`src/hdl/lpfe_pkg.sv`:
```
// Shared constants, types and configuration codes of the light pulse frame encoder.
// Used by every module of the block; depends on nothing.
package lpfe_pkg;

	localparam int BLOCK_BYTES     = 32;
	localparam int MAX_FRAME_BYTES = 1024;

	localparam int LEN_W      = 11;
	localparam int BIT_TIME_W = 15;
	localparam int TIME_W     = 16;
	localparam int BYTE_W     = 8;
	localparam int CFG_IDX_W  = 2;
	localparam int CFG_DATA_W = 16;
	localparam int BLK_LOG    = $clog2(BLOCK_BYTES);
	localparam int BLK_CNT_W  = $clog2(BLOCK_BYTES + 1);

	localparam int FIFO_DEPTH = 4;
	localparam int FIFO_PTR_W = $clog2(FIFO_DEPTH);
	localparam int FIFO_CNT_W = $clog2(FIFO_DEPTH + 1);

	localparam int STEP_W          = 6;
	localparam int HDR_PULSES      = 4;
	localparam int BYTE_PULSES     = 2 * BYTE_W;
	localparam int START_LAST_STEP = HDR_PULSES + 2 * BYTE_PULSES - 1;
	localparam int BYTE_LAST_STEP  = BYTE_PULSES - 1;
	localparam int GAP_STEP        = BYTE_PULSES;

	localparam logic [TIME_W-1:0] WAKE_MARK  = TIME_W'(50);
	localparam logic [TIME_W-1:0] WAKE_SPACE = TIME_W'(100);

	localparam logic FUNC_START = 1'b0;
	localparam logic FUNC_BYTE  = 1'b1;

	localparam logic LEVEL_MARK  = 1'b1;
	localparam logic LEVEL_SPACE = 1'b0;

	typedef enum logic [CFG_IDX_W-1:0] {
		CFG_BIT_TIME,
		CFG_HDR_MARK,
		CFG_HDR_SPACE,
		CFG_BLOCK_GAP
	} cfg_reg_t;

	typedef enum logic {
		CMD_START,
		CMD_BYTE
	} cmd_kind_t;

	typedef struct packed {
		cmd_kind_t         kind;
		logic [BYTE_W-1:0] byte_a;
		logic [BYTE_W-1:0] byte_b;
		logic              gap;
	} cmd_t;

	typedef struct packed {
		logic [BIT_TIME_W-1:0] bit_time;
		logic [TIME_W-1:0]     one_time;
		logic [TIME_W-1:0]     hdr_mark;
		logic [TIME_W-1:0]     hdr_space;
		logic [TIME_W-1:0]     gap_time;
	} cfg_t;

	typedef struct packed {
		logic full;
		logic empty;
	} fifo_stat_t;

endpackage

```
`src/hdl/lpfe_front.sv`:
```
// Front end: accepts input items, tracks the open frame and queues pulse commands.
// Depends on lpfe_pkg.
module lpfe_front (
	input  logic                        clk,
	input  logic                        arst_n,
	input  logic                        item_valid,
	output logic                        item_stall,
	input  logic                        func,
	input  logic [lpfe_pkg::LEN_W-1:0]  frame_length,
	input  logic [lpfe_pkg::BYTE_W-1:0] data_byte,
	input  lpfe_pkg::fifo_stat_t        fifo_stat,
	output logic                        push,
	output lpfe_pkg::cmd_t              push_cmd
);
	import lpfe_pkg::*;

	logic                 open_q, open_d;
	logic [LEN_W-1:0]     total_q, total_d;
	logic [BLK_CNT_W-1:0] blk_q, blk_d;

	logic                 accept;
	logic [LEN_W-1:0]     len_sat;
	logic [LEN_W:0]       len_round;
	logic [BLK_LOG-1:0]   rem_low;
	logic [BLK_CNT_W-1:0] rem_full;
	logic [BLK_CNT_W-1:0] first_blk;
	logic [LEN_W-1:0]     total_dec;
	logic [BLK_CNT_W-1:0] blk_dec;
	logic [BLK_CNT_W-1:0] next_blk;

	assign item_stall = fifo_stat.full;
	assign accept     = item_valid && !fifo_stat.full;

	assign len_sat   = (frame_length > LEN_W'(MAX_FRAME_BYTES)) ?
		LEN_W'(MAX_FRAME_BYTES) : frame_length;
	assign len_round = {1'b0, len_sat} + (LEN_W + 1)'(BLOCK_BYTES - 1);
	assign rem_low   = len_sat[BLK_LOG-1:0];
	assign rem_full  = (rem_low == '0) ? BLK_CNT_W'(BLOCK_BYTES) : BLK_CNT_W'(rem_low);
	assign first_blk = (len_sat < LEN_W'(BLOCK_BYTES)) ?
		BLK_CNT_W'(len_sat) : BLK_CNT_W'(BLOCK_BYTES);

	assign total_dec = total_q - LEN_W'(1);
	assign blk_dec   = blk_q - BLK_CNT_W'(1);
	assign next_blk  = (total_dec < LEN_W'(BLOCK_BYTES)) ?
		BLK_CNT_W'(total_dec) : BLK_CNT_W'(BLOCK_BYTES);

	always_comb begin
		open_d   = open_q;
		total_d  = total_q;
		blk_d    = blk_q;
		push     = 1'b0;
		push_cmd = '0;
		if (accept) begin
			if (func == FUNC_START) begin
				if (len_sat == '0) begin
					open_d  = 1'b0;
					total_d = '0;
					blk_d   = '0;
				end else begin
					open_d          = 1'b1;
					total_d         = len_sat;
					blk_d           = first_blk;
					push            = 1'b1;
					push_cmd.kind   = CMD_START;
					push_cmd.byte_a = BYTE_W'(len_round >> BLK_LOG);
					push_cmd.byte_b = BYTE_W'(rem_full);
				end
			end else if (open_q) begin
				push            = 1'b1;
				push_cmd.kind   = CMD_BYTE;
				push_cmd.byte_a = data_byte;
				total_d         = total_dec;
				if (total_dec == '0) begin
					open_d = 1'b0;
					blk_d  = '0;
				end else if (blk_dec == '0) begin
					push_cmd.gap = 1'b1;
					blk_d        = next_blk;
				end else begin
					blk_d = blk_dec;
				end
			end
		end
	end

	always_ff @(posedge clk or negedge arst_n) begin
		if (!arst_n) begin
			open_q  <= 1'b0;
			total_q <= '0;
			blk_q   <= '0;
		end else begin
			open_q  <= open_d;
			total_q <= total_d;
			blk_q   <= blk_d;
		end
	end

	a_open_counts: assert property (@(posedge clk) disable iff (!arst_n)
		open_q |-> (total_q != '0) && (blk_q != '0) && (BLK_CNT_W'(BLOCK_BYTES) >= blk_q))
		else $error("open frame with empty byte counts");

	a_closed_clear: assert property (@(posedge clk) disable iff (!arst_n)
		!open_q |-> (total_q == '0) && (blk_q == '0))
		else $error("closed frame left byte counts");

endmodule

```
`src/hdl/lpfe_cmd_fifo.sv`:
```
// Short command queue between the front end and the pulse sequencer.
// Depends on lpfe_pkg.
module lpfe_cmd_fifo (
	input  logic                 clk,
	input  logic                 arst_n,
	input  logic                 push,
	input  lpfe_pkg::cmd_t       push_cmd,
	input  logic                 pop,
	output lpfe_pkg::cmd_t       head_cmd,
	output lpfe_pkg::fifo_stat_t stat
);
	import lpfe_pkg::*;

	cmd_t                  mem_q [FIFO_DEPTH];
	logic [FIFO_PTR_W-1:0] wr_ptr_q;
	logic [FIFO_PTR_W-1:0] rd_ptr_q;
	logic [FIFO_CNT_W-1:0] count_q;

	assign head_cmd   = mem_q[rd_ptr_q];
	assign stat.full  = (count_q == FIFO_CNT_W'(FIFO_DEPTH));
	assign stat.empty = (count_q == '0);

	always_ff @(posedge clk) begin
		if (push) begin
			mem_q[wr_ptr_q] <= push_cmd;
		end
	end

	always_ff @(posedge clk or negedge arst_n) begin
		if (!arst_n) begin
			wr_ptr_q <= '0;
			rd_ptr_q <= '0;
			count_q  <= '0;
		end else begin
			if (push) begin
				wr_ptr_q <= wr_ptr_q + FIFO_PTR_W'(1);
			end
			if (pop) begin
				rd_ptr_q <= rd_ptr_q + FIFO_PTR_W'(1);
			end
			if (push && !pop) begin
				count_q <= count_q + FIFO_CNT_W'(1);
			end else if (pop && !push) begin
				count_q <= count_q - FIFO_CNT_W'(1);
			end
		end
	end

	a_no_overrun: assert property (@(posedge clk) disable iff (!arst_n)
		push |-> !stat.full)
		else $error("command queue overrun");

	a_no_underrun: assert property (@(posedge clk) disable iff (!arst_n)
		pop |-> !stat.empty)
		else $error("command queue underrun");

endmodule

```
`src/hdl/lpfe_back.sv`:
```
// Pulse sequencer: expands queued commands into mark or space pulses, one per cycle while not stalled.
// Depends on lpfe_pkg; pulses leave through an output register, and the downstream stall holds the sequencer.
module lpfe_back (
	input  logic                        clk,
	input  logic                        arst_n,
	input  lpfe_pkg::cfg_t              cfg,
	input  lpfe_pkg::fifo_stat_t        fifo_stat,
	input  lpfe_pkg::cmd_t              head_cmd,
	output logic                        pop,
	output logic                        pulse_valid,
	input  logic                        pulse_stall,
	output logic                        pulse_level,
	output logic [lpfe_pkg::TIME_W-1:0] pulse_time,
	output logic                        last_pulse
);
	import lpfe_pkg::*;

	logic              busy_q;
	cmd_t              cmd_q;
	logic [STEP_W-1:0] step_q;

	logic              out_valid_q;
	logic              out_level_q;
	logic [TIME_W-1:0] out_time_q;
	logic              out_last_q;

	logic              advance;
	logic              emit;
	logic              is_last;
	logic [STEP_W-1:0] bit_step;
	logic [BYTE_W-1:0] sel_byte;
	logic              bit_val;
	logic              level;
	logic [TIME_W-1:0] dur;
	logic [TIME_W-1:0] unit_time;

	assign advance   = !out_valid_q || !pulse_stall;
	assign emit      = busy_q && advance;
	assign unit_time = TIME_W'(cfg.bit_time);

	assign bit_step = (cmd_q.kind == CMD_START) ? (step_q - STEP_W'(HDR_PULSES)) : step_q;
	assign sel_byte = ((cmd_q.kind == CMD_START) && bit_step[4]) ? cmd_q.byte_b : cmd_q.byte_a;
	assign bit_val  = sel_byte[~bit_step[3:1]];

	always_comb begin
		level = bit_step[0] ? LEVEL_SPACE : LEVEL_MARK;
		dur   = (!bit_step[0] && bit_val) ? cfg.one_time : unit_time;
		if (cmd_q.kind == CMD_START) begin
			is_last = (step_q == STEP_W'(START_LAST_STEP));
			unique case (step_q)
				STEP_W'(0): begin
					level = LEVEL_MARK;
					dur   = WAKE_MARK;
				end
				STEP_W'(1): begin
					level = LEVEL_SPACE;
					dur   = WAKE_SPACE;
				end
				STEP_W'(2): begin
					level = LEVEL_MARK;
					dur   = cfg.hdr_mark;
				end
				STEP_W'(3): begin
					level = LEVEL_SPACE;
					dur   = cfg.hdr_space;
				end
				default: begin
				end
			endcase
		end else begin
			is_last = cmd_q.gap ? (step_q == STEP_W'(GAP_STEP)) :
				(step_q == STEP_W'(BYTE_LAST_STEP));
			if (step_q == STEP_W'(GAP_STEP)) begin
				level = LEVEL_SPACE;
				dur   = cfg.gap_time;
			end
		end
	end

	assign pop = !fifo_stat.empty && (!busy_q || (emit && is_last));

	always_ff @(posedge clk) begin
		if (pop) begin
			cmd_q <= head_cmd;
		end
		if (emit) begin
			out_level_q <= level;
			out_time_q  <= dur;
			out_last_q  <= is_last;
		end
	end

	always_ff @(posedge clk or negedge arst_n) begin
		if (!arst_n) begin
			busy_q      <= 1'b0;
			step_q      <= '0;
			out_valid_q <= 1'b0;
		end else begin
			if (pop) begin
				busy_q <= 1'b1;
				step_q <= '0;
			end else if (emit) begin
				step_q <= step_q + STEP_W'(1);
				if (is_last) begin
					busy_q <= 1'b0;
				end
			end
			if (advance) begin
				out_valid_q <= busy_q;
			end
		end
	end

	assign pulse_valid = out_valid_q;
	assign pulse_level = out_level_q;
	assign pulse_time  = out_time_q;
	assign last_pulse  = out_last_q;

	a_start_step: assert property (@(posedge clk) disable iff (!arst_n)
		(busy_q && (cmd_q.kind == CMD_START)) |-> (step_q <= STEP_W'(START_LAST_STEP)))
		else $error("start sequence ran past its last pulse");

	a_byte_step: assert property (@(posedge clk) disable iff (!arst_n)
		(busy_q && (cmd_q.kind == CMD_BYTE)) |-> (step_q <= STEP_W'(GAP_STEP)))
		else $error("byte sequence ran past its last pulse");

endmodule

```
`src/hdl/light_pulse_frame_encoder_core.sv`:
```
// Top level of the light pulse frame encoder: configuration registers and the
// front end, command queue and pulse sequencer. Depends on lpfe_pkg and all lpfe_ modules.
//
// Each accepted item yields its pulses one per clock while pulse_stall is low, from a
// registered output: a start item gives 36 pulses (wake-up, header, block count,
// last-block count), a payload byte 16 pulses, or 17 when a block gap follows. The
// front end takes one item per cycle while the four-word command queue has room;
// ignored items and zero-length starts push no command. The sustained rate of a frame
// is set by the sequencer emitting one pulse per cycle while pulse_stall is low.
// Configuration is written through cfg_we/cfg_index/cfg_data and takes effect at once.
module light_pulse_frame_encoder_core (
	input  logic                            clk,
	input  logic                            arst_n,
	input  logic                            cfg_we,
	input  logic [lpfe_pkg::CFG_IDX_W-1:0]  cfg_index,
	input  logic [lpfe_pkg::CFG_DATA_W-1:0] cfg_data,
	input  logic                            item_valid,
	output logic                            item_stall,
	input  logic                            func,
	input  logic [lpfe_pkg::LEN_W-1:0]      frame_length,
	input  logic [lpfe_pkg::BYTE_W-1:0]     data_byte,
	output logic                            pulse_valid,
	input  logic                            pulse_stall,
	output logic                            pulse_level,
	output logic [lpfe_pkg::TIME_W-1:0]     pulse_time,
	output logic                            last_pulse
);
	import lpfe_pkg::*;

	logic [BIT_TIME_W-1:0] bit_time_q;
	logic [TIME_W-1:0]     hdr_mark_q;
	logic [TIME_W-1:0]     hdr_space_q;
	logic [TIME_W-1:0]     gap_time_q;
	logic [TIME_W:0]       triple;

	cfg_t       cfg;
	fifo_stat_t fifo_stat;
	logic       push;
	logic       pop;
	cmd_t       push_cmd;
	cmd_t       head_cmd;

	always_ff @(posedge clk or negedge arst_n) begin
		if (!arst_n) begin
			bit_time_q  <= BIT_TIME_W'(1000);
			hdr_mark_q  <= TIME_W'(2000);
			hdr_space_q <= TIME_W'(1000);
			gap_time_q  <= TIME_W'(10000);
		end else if (cfg_we) begin
			unique case (cfg_reg_t'(cfg_index))
				CFG_BIT_TIME:  bit_time_q  <= cfg_data[BIT_TIME_W-1:0];
				CFG_HDR_MARK:  hdr_mark_q  <= cfg_data;
				CFG_HDR_SPACE: hdr_space_q <= cfg_data;
				CFG_BLOCK_GAP: gap_time_q  <= cfg_data;
				default:       bit_time_q  <= bit_time_q;
			endcase
		end
	end

	// saturate a one mark of three bit times
	assign triple = {(TIME_W + 1 - BIT_TIME_W)'(0), bit_time_q}
		+ {(TIME_W - BIT_TIME_W)'(0), bit_time_q, 1'b0};

	assign cfg.bit_time  = bit_time_q;
	assign cfg.one_time  = triple[TIME_W] ? '1 : triple[TIME_W-1:0];
	assign cfg.hdr_mark  = hdr_mark_q;
	assign cfg.hdr_space = hdr_space_q;
	assign cfg.gap_time  = gap_time_q;

	lpfe_front u_front (
		.clk          (clk),
		.arst_n       (arst_n),
		.item_valid   (item_valid),
		.item_stall   (item_stall),
		.func         (func),
		.frame_length (frame_length),
		.data_byte    (data_byte),
		.fifo_stat    (fifo_stat),
		.push         (push),
		.push_cmd     (push_cmd)
	);

	lpfe_cmd_fifo u_fifo (
		.clk      (clk),
		.arst_n   (arst_n),
		.push     (push),
		.push_cmd (push_cmd),
		.pop      (pop),
		.head_cmd (head_cmd),
		.stat     (fifo_stat)
	);

	lpfe_back u_back (
		.clk         (clk),
		.arst_n      (arst_n),
		.cfg         (cfg),
		.fifo_stat   (fifo_stat),
		.head_cmd    (head_cmd),
		.pop         (pop),
		.pulse_valid (pulse_valid),
		.pulse_stall (pulse_stall),
		.pulse_level (pulse_level),
		.pulse_time  (pulse_time),
		.last_pulse  (last_pulse)
	);

endmodule

```
`config.mk`:
```
export PLATFORM = sky130hd
export DESIGN_NAME = light_pulse_frame_encoder_core
export DESIGN_NICKNAME = d
export VERILOG_FILES = /design/src/hdl/lpfe_pkg.sv /design/src/hdl/lpfe_front.sv /design/src/hdl/lpfe_cmd_fifo.sv /design/src/hdl/lpfe_back.sv /design/src/hdl/light_pulse_frame_encoder_core.sv
export SDC_FILE = /design/constraint.sdc
export NUM_CORES = 1
export LEC_CHECK = 0
export BUFFER_PORTS_ARGS = -buffer_cell sky130_fd_sc_hd__buf_2
export CORE_UTILIZATION = 55
export DETAILED_ROUTE_END_ITERATION = 6
export PLACE_DENSITY = 0.77
export SLEW_MARGIN = 25
export SYNTH_ARGS = -nofsm -noshare
export SYNTH_HDL_FRONTEND = slang
export SYNTH_SLANG_ARGS = --single-unit
```
`constraint.sdc`:
```
create_clock -name clk -period 4.1 [get_ports clk]
set_input_delay 0.41 -clock clk [delete_from_list [all_inputs] [get_ports clk]]
set_output_delay 0.41 -clock clk [all_outputs]
set_load 0.05 [all_outputs]
```
=== Yosys cells after proc, flatten, opt, wreduce, memory -nomap -nowiden ===
Memory sizes are Yosys's and may differ from the RTL's. A register that Yosys moved wholly into a read port is not among the register bits.
Index checks and enable logic that the tools add are counted.

* Bits in registers: 114
* Bits in writable memories: 72
* Input port bits: 43
* Output and inout port bits: 20
* Word-level logic and storage cells: 132
* Memories kept: 1

* Add/subtract/negate cells: 10
* $lt $le $gt $ge: 4
* Eq/ne operators: 11
* Multiplexer cells: 52
* Bitwise operators: 2
* Reduce and logical (&&, ||, !) cells: 36

{| class="wikitable"
|+ Memories
! name !! depth !! bits a word !! rd ports !! clocked after Yosys merged registers in !! write ports !! RTL line !! text
|-
| u_fifo.mem_q || 4 || 18 || 1 || 1 || 1 || lpfe_cmd_fifo.sv:14 || <nowiki>cmd_t mem_q [FIFO_DEPTH];</nowiki>
|}

{| class="wikitable"
|+ Operator list
! kind !! number
|-
| $mux 16 || 4
|-
| $pmux 16 s4 || 1
|-
| $mux 6 || 10
|-
| $mux 11 || 4
|-
| $logic_not 11->1 || 2
|-
| $lt 11x6->1 const B || 2
|-
| $mux 1 || 22
|-
| $mux 18 || 1
|-
| $mux 9 || 2
|-
| $add 15x16->17 || 1
|-
| $mux 8 || 2
|-
| $mux 15 || 1
|-
| $add 11x5->12 const B || 1
|-
| $eq 6x2->1 const B || 2
|-
| $logic_not 6->1 || 2
|-
| $reduce_and 2->1 || 6
|-
| $gt 11x11->1 const B || 1
|-
| $sub 11x1->11 const B || 1
|-
| $logic_and 1x1->1 || 8
|-
| $logic_not 1->1 || 8
|-
| $add 6x1->6 const B || 1
|-
| $eq 6x1->1 const B || 1
|-
| $eq 6x4->1 const B || 1
|-
| $eq 6x5->1 const B || 1
|-
| 23 further kinds || 30
|}

=== Logic depth before layout (Yosys ltp) ===
* Word-level depth: 10
* Mapped depth: 16
* Depth with buffers taken out: 14

=== By module ===
A second synthesis with hierarchy kept.

* Cell total of the unflattened synthesis: 882
* Area total of the unflattened synthesis: 10830.4 um2

{| class="wikitable"
|+ Modules (own cells, without submodules)
! module !! times used !! cells an instance !! area an instance (um2) !! seq. area each (um2)
|-
| light_pulse_frame_encoder_core || 1 || 250 || 3239.4 || 1605.3
|-
| lpfe_cmd_fifo || 1 || 128 || 2992.9 || 2337.2
|-
| lpfe_back || 1 || 289 || 2976.6 || 1281.2
|-
| lpfe_front || 1 || 215 || 1621.6 || 450.4
|}

=== Worst setup path after synthesis ===
OpenSTA, ideal clock, no wires.

* Path type: register to register
* From: register u_fifo.count_q[0]
* To: register u_fifo.count_q[1]
* Setup time: 125 ps
* Arrival time: 3560 ps
* Slack: 415 ps
* Cell stages (with the launch flop): 13
* Clock period less this slack: 3685 ps
* Cells stage by stage: dfrtp_1 -> nor3b_1 -> nand2b_1 -> clkbuf_1 -> a21oi_2 -> nand2_1 -> and2_1 -> buf_2 -> inv_1 -> ha_1 -> inv_1 -> fa_1 -> mux2_2

* Word-level cells in the longest chain between the ends: 7
* Elaborated cells on any way between the ends: 16
* Those cells by class: 2 x add/sub; 1 x eq/ne; 3 x mux; 10 x reduce/logical

{| class="wikitable"
|+ RTL lines
! what !! RTL line !! text
|-
| start: declaration || lpfe_cmd_fifo.sv:17 || <nowiki>logic [FIFO_CNT_W-1:0] count_q;</nowiki>
|-
| start signal: assignment || lpfe_cmd_fifo.sv:42 || <nowiki>count_q <= count_q + FIFO_CNT_W'(1);</nowiki>
|-
| start signal: assignment || lpfe_cmd_fifo.sv:44 || <nowiki>count_q <= count_q - FIFO_CNT_W'(1);</nowiki>
|-
| $eq 3x3->1 * || lpfe_cmd_fifo.sv:20 || <nowiki>assign stat.full = (count_q == FIFO_CNT_W'(FIFO_DEPTH));</nowiki>
|-
| net item_stall || light_pulse_frame_encoder_core.sv:18 || <nowiki>output logic item_stall,</nowiki>
|-
| $logic_not 1->1 * || lpfe_front.sv:32 || <nowiki>assign accept = item_valid && !fifo_stat.full;</nowiki>
|-
| $logic_and 1x1->1 * || lpfe_front.sv:32 ||
|-
| $mux 1 * || lpfe_front.sv:53 || <nowiki>if (accept) begin</nowiki>
|-
| net push || light_pulse_frame_encoder_core.sv:38 || <nowiki>logic push;</nowiki>
|-
| $logic_not 1->1 || lpfe_cmd_fifo.sv:43 || <nowiki>end else if (pop && !push) begin</nowiki>
|-
| $logic_and 1x1->1 || lpfe_cmd_fifo.sv:43 ||
|-
| $reduce_bool 2->1 (no source line) || - ||
|}

The timed path passes the listed nets; every way through them passes the cells marked *. The select of a mux whose other input is x is not followed.
A chain may end at the register's enable or synchronous reset.

=== Worst setup path after layout ===
* From: register u_back.step_q[1]
* To: register u_fifo.count_q[1]

* Word-level cells in the longest chain between the ends: 9
* Elaborated cells on any way between the ends: 13
* Those cells by class: 3 x eq/ne; 3 x mux; 7 x reduce/logical

{| class="wikitable"
|+ RTL lines
! what !! RTL line !! text
|-
| start: declaration || lpfe_back.sv:20 || <nowiki>logic [STEP_W-1:0] step_q;</nowiki>
|-
| start signal: assignment || lpfe_back.sv:103 || <nowiki>step_q <= step_q + STEP_W'(1);</nowiki>
|-
| $eq 6x4->1 or $eq 6x5->1 (tied branches) || lpfe_back.sv:72, lpfe_back.sv:71 ||
|-
| $mux 1 || lpfe_back.sv:71 || <nowiki>is_last = cmd_q.gap ? (step_q == STEP_W'(GAP_STEP)) :</nowiki>
|-
| $mux 1 * || lpfe_back.sv:48 || <nowiki>if (cmd_q.kind == CMD_START) begin</nowiki>
|-
| net u_back.is_last || lpfe_back.sv:29 || <nowiki>logic is_last;</nowiki>
|-
| $logic_and 1x1->1 * || lpfe_back.sv:80 || <nowiki>assign pop = !fifo_stat.empty && (!busy_q || (emit && is_last));</nowiki>
|-
| $logic_or 1x1->1 * || lpfe_back.sv:80 ||
|-
| $logic_and 1x1->1 * || lpfe_back.sv:80 ||
|-
| net pop || light_pulse_frame_encoder_core.sv:39 || <nowiki>logic pop;</nowiki>
|-
| $logic_not 1->1 || lpfe_cmd_fifo.sv:41 || <nowiki>if (push && !pop) begin</nowiki>
|-
| $logic_and 1x1->1 || lpfe_cmd_fifo.sv:41 ||
|-
| $mux 3 or $reduce_bool 2->1 (tied branches) || - ||
|}

The timed path passes the listed nets; every way through them passes the cells marked *.

==> run metrics <==
first-pass GRT wire length=34980 um; Seq pwr share=0.407; starting density of the core=0.5709; initial antenna violation count=0; CP max-delay cell=dfrtp_1; Max Fclk=309.9 MHz; Clock Tree Buf Depth=2; switching part of the total=0.3689; Die X=136.7 um; total of max-cap violations=0; Setup TNS=0 ns; FF-to-FF End=u_fifo.count_q[1]; final net count=949; Sink Count=194; ANT nets after route=0; Layout area overhead=11.05%; Inst Count DP=1078; I/O pins=63; skew final=0.009627 ns; vias in the first global route=6694; WHS=-0.02145 ns; sw power=2.731 mW; Power Total=7.404 mW; post_cts resized=0; # setup viols final=0; dpl hpwl=14640 um; Reg2Reg Depth=12; Final Hold Viols=7; Slew Limit Fails=0; Crit path required time=4.42 ns; DR iter-0 viols=456; status=finished with violations; Post-Layout Inst Area=11080 um^2; min-delay worst type=input pin to asynchronous set/reset pin; layout cells sized above 1=0.2531; Warnings, synthesis=0; post-CTS setup buffers=0; Post-synth top cells=edfxtp_1, dfrtp_1, mux2_2; via/cell ratio=6.225; CTS hold repair buffers=0; count leader, synth=edfxtp_1; final worst path period share=0.7871; Area contributors post-synth=edfxtp_1, dfrtp_1, mux2_2; top_reg_cell synth=edfxtp_1; Rows=48; Crit Path Class=flip-flop to flip-flop; largest net degree at the start of global routing=75; FF+latch count, synth=194; CP Max Fanout=13; combinational fraction of design power=0.374; Distinct cells, synth=83; n_diodes=0; die area=18680 um^2; fin util=0.6339; Reg2Reg Setup Slack=0.87 ns; share of the synthesized area in the top cell type=0.2950; violations in the final reports=negative hold slack; Cell Count, Final, Fillers Out=1110; Cell Chain, Critical Path=inv_1 > ha_1 > and4b_1 > mux2i_1 > mux2i_1 > nand2_1 > a21oi_2 > inv_1 > ha_1 > inv_1 > fa_1 > mux2_2; final worst slack=0.8730 ns; Post-Syn Instances=816; GP Congestion=0.9255; min Tclk post-route=3.227 ns; Rel. slew slack=0.3116; H-tree levels=4; Data arrival, critical path=3.55 ns; endpoint type of the worst setup path=flip-flop; reg2reg start=u_back.step_q[1]; clock share of power=0.219; global route overflow=0; Area after DPL=10510 um^2; Slew @ Worst Pin=1.029 ns; Internal=4.673 mW; vias=6910; Post-Synthesis Cell Area=9977 um^2; Core Area=17480 um^2; LEAKAGE=4.310 nW; IO Port Bufs=62; Post-synth EDFFs=98; die height=136.7 um; share of flip-flops with an asynchronous set or reset=0.4948; pre-CTS WS=0.8758 ns; power per cell area=668.3 nW/um^2; CTS tree=done; VDD IR max=0.3908 mV; worst skew pair latency=0.43 ns; first-pass iteration count of the detailed router=5; CTS Buf Count=17; overall routed net length=21570 um; Syn Nets=893; Clock Pin Slew Worst Setup and Hold Paths=0.07 ns; most numerous cell on the critical path=inv_1; RSZ-0062 raised after global routing=false; Yosys top cell by area=edfxtp_1; routed len/inst=19.43 um; Root Driver=clkbuf_16; Total GRT Usage=0.2478; Syn Area/Cell=12.23 um^2; max incr delay on CP=0.55 ns; sequential cell area fraction in the yosys report=0.5386; DRC errors left=0; CP startpoint kind=flip-flop
-- worst max-delay path, delay by kind of cell (launching register included) --
family                     cells  cell delay (ns)
and+or+nand+nor                2             0.56
buffers and inverters          3             0.34
adders and majority gates      3             0.90
muxes                          3             0.58
AOI/OAI and AO/OA              1             0.18
DFF                            1             0.55
-- layout make-up --
class,count,area [um^2]
clock buffer,20,436.7
clock inverter,12,132.6
fill,1344,6397
inverter,27,101.3
multi-input combinational,557,4338
sequential,194,5375
tap,225,281.5
timing repair buffer,75,414.1
-- per-layer routing --
layer,vias up,routed length (um),global-route usage
met2,295,10780,0.4131
met3,41,1234,0.04741
li1,3191,-,-
met5,-,0,0
met1,3383,9069,0.3215
met4,0,483,0.09136
-- state kept, by name (all words and copies together), names as in the netlist --
name and cells:
u_back.last_pulse 1, gap_time_q 16, u_fifo.count_q 3, u_front.blk_q 6
u_back.step_q 6, u_front.total_q 11, bit_time_q 15, u_fifo.mem_q 64
u_back.busy_q 1, u_back.pulse_level 1, u_back.pulse_valid 1, u_fifo.rd_ptr_q 2
hdr_mark_q 16, u_fifo.wr_ptr_q 2, hdr_space_q 16, u_front.open_q 1
u_back.cmd_q 16, u_back.pulse_time 16
-- how the worst max path moves through the flow --
stage / from / end / slack, ns / cells past startpoint
after floorplan: u_fifo.count_q[0] / u_fifo.count_q[1] / 0.42 / 12
after global placement: u_back.step_q[1] / u_fifo.count_q[1] / 0.99 / 12
after detailed placement: u_back.step_q[1] / u_fifo.count_q[1] / 0.88 / 12
after CTS: u_back.step_q[1] / u_fifo.count_q[1] / 0.86 / 12
after global routing: u_back.step_q[1] / u_fifo.count_q[1] / 0.60 / 12
final: u_back.step_q[1] / u_fifo.count_q[1] / 0.87 / 12
-- cell usage in the layout, fill, tap and decap left out, drive strengths merged, types with 5 or more instances in the layout --
cell type / synthesis / final
mux4: 17 / 17
nand3: 13 / 13
ha: 32 / 32
a221o: 7 / 7
buf: 15 / 75
dfrtp: 73 / 73
nor3: 22 / 22
o21ai: 49 / 49
a22oi: 13 / 13
and2: 13 / 13
nor4: 8 / 8
a22o: 9 / 9
nor2: 40 / 40
or3: 5 / 5
clkbuf: 23 / 20
a21o: 8 / 8
nor2b: 10 / 10
dfstp: 23 / 23
edfxtp: 98 / 98
o31ai: 5 / 5
mux2: 62 / 62
mux2i: 7 / 7
xor2: 8 / 8
xnor2: 23 / 23
nand2: 59 / 59
and3: 6 / 6
a31oi: 9 / 9
o22ai: 5 / 5
nand2b: 11 / 11
a211oi: 6 / 6
clkinv: 0 / 5
a21oi: 38 / 38
inv: 27 / 30
-- cell families (layout without fill, tap and decap cells) --
group	after synthesis	in the layout	synth area share
AO/OA/AOI/OAI	196	196	0.1371
XOR/XNOR	31	31	0.02909
adder cells (fa/ha/maj)	34	34	0.04414
buffers and inverters	65	134	0.02784
flip-flops	194	194	0.5386
multiplexers	86	86	0.1154
AND/OR/NAND/NOR	210	210	0.1079
-- power groups by stage --
stage	logic, mW	registers, mW	clock network (mW)
after CTS	2.75	3.02	1.64
final	2.77	3.02	1.62
after detailed placement	2.72	3.05	0
after global placement	2.67	3.03	0
after floorplan	2.00	3.13	0
after global routing	3.03	3.09	1.72
No activity file was read; power rests on OpenSTA's default activity.
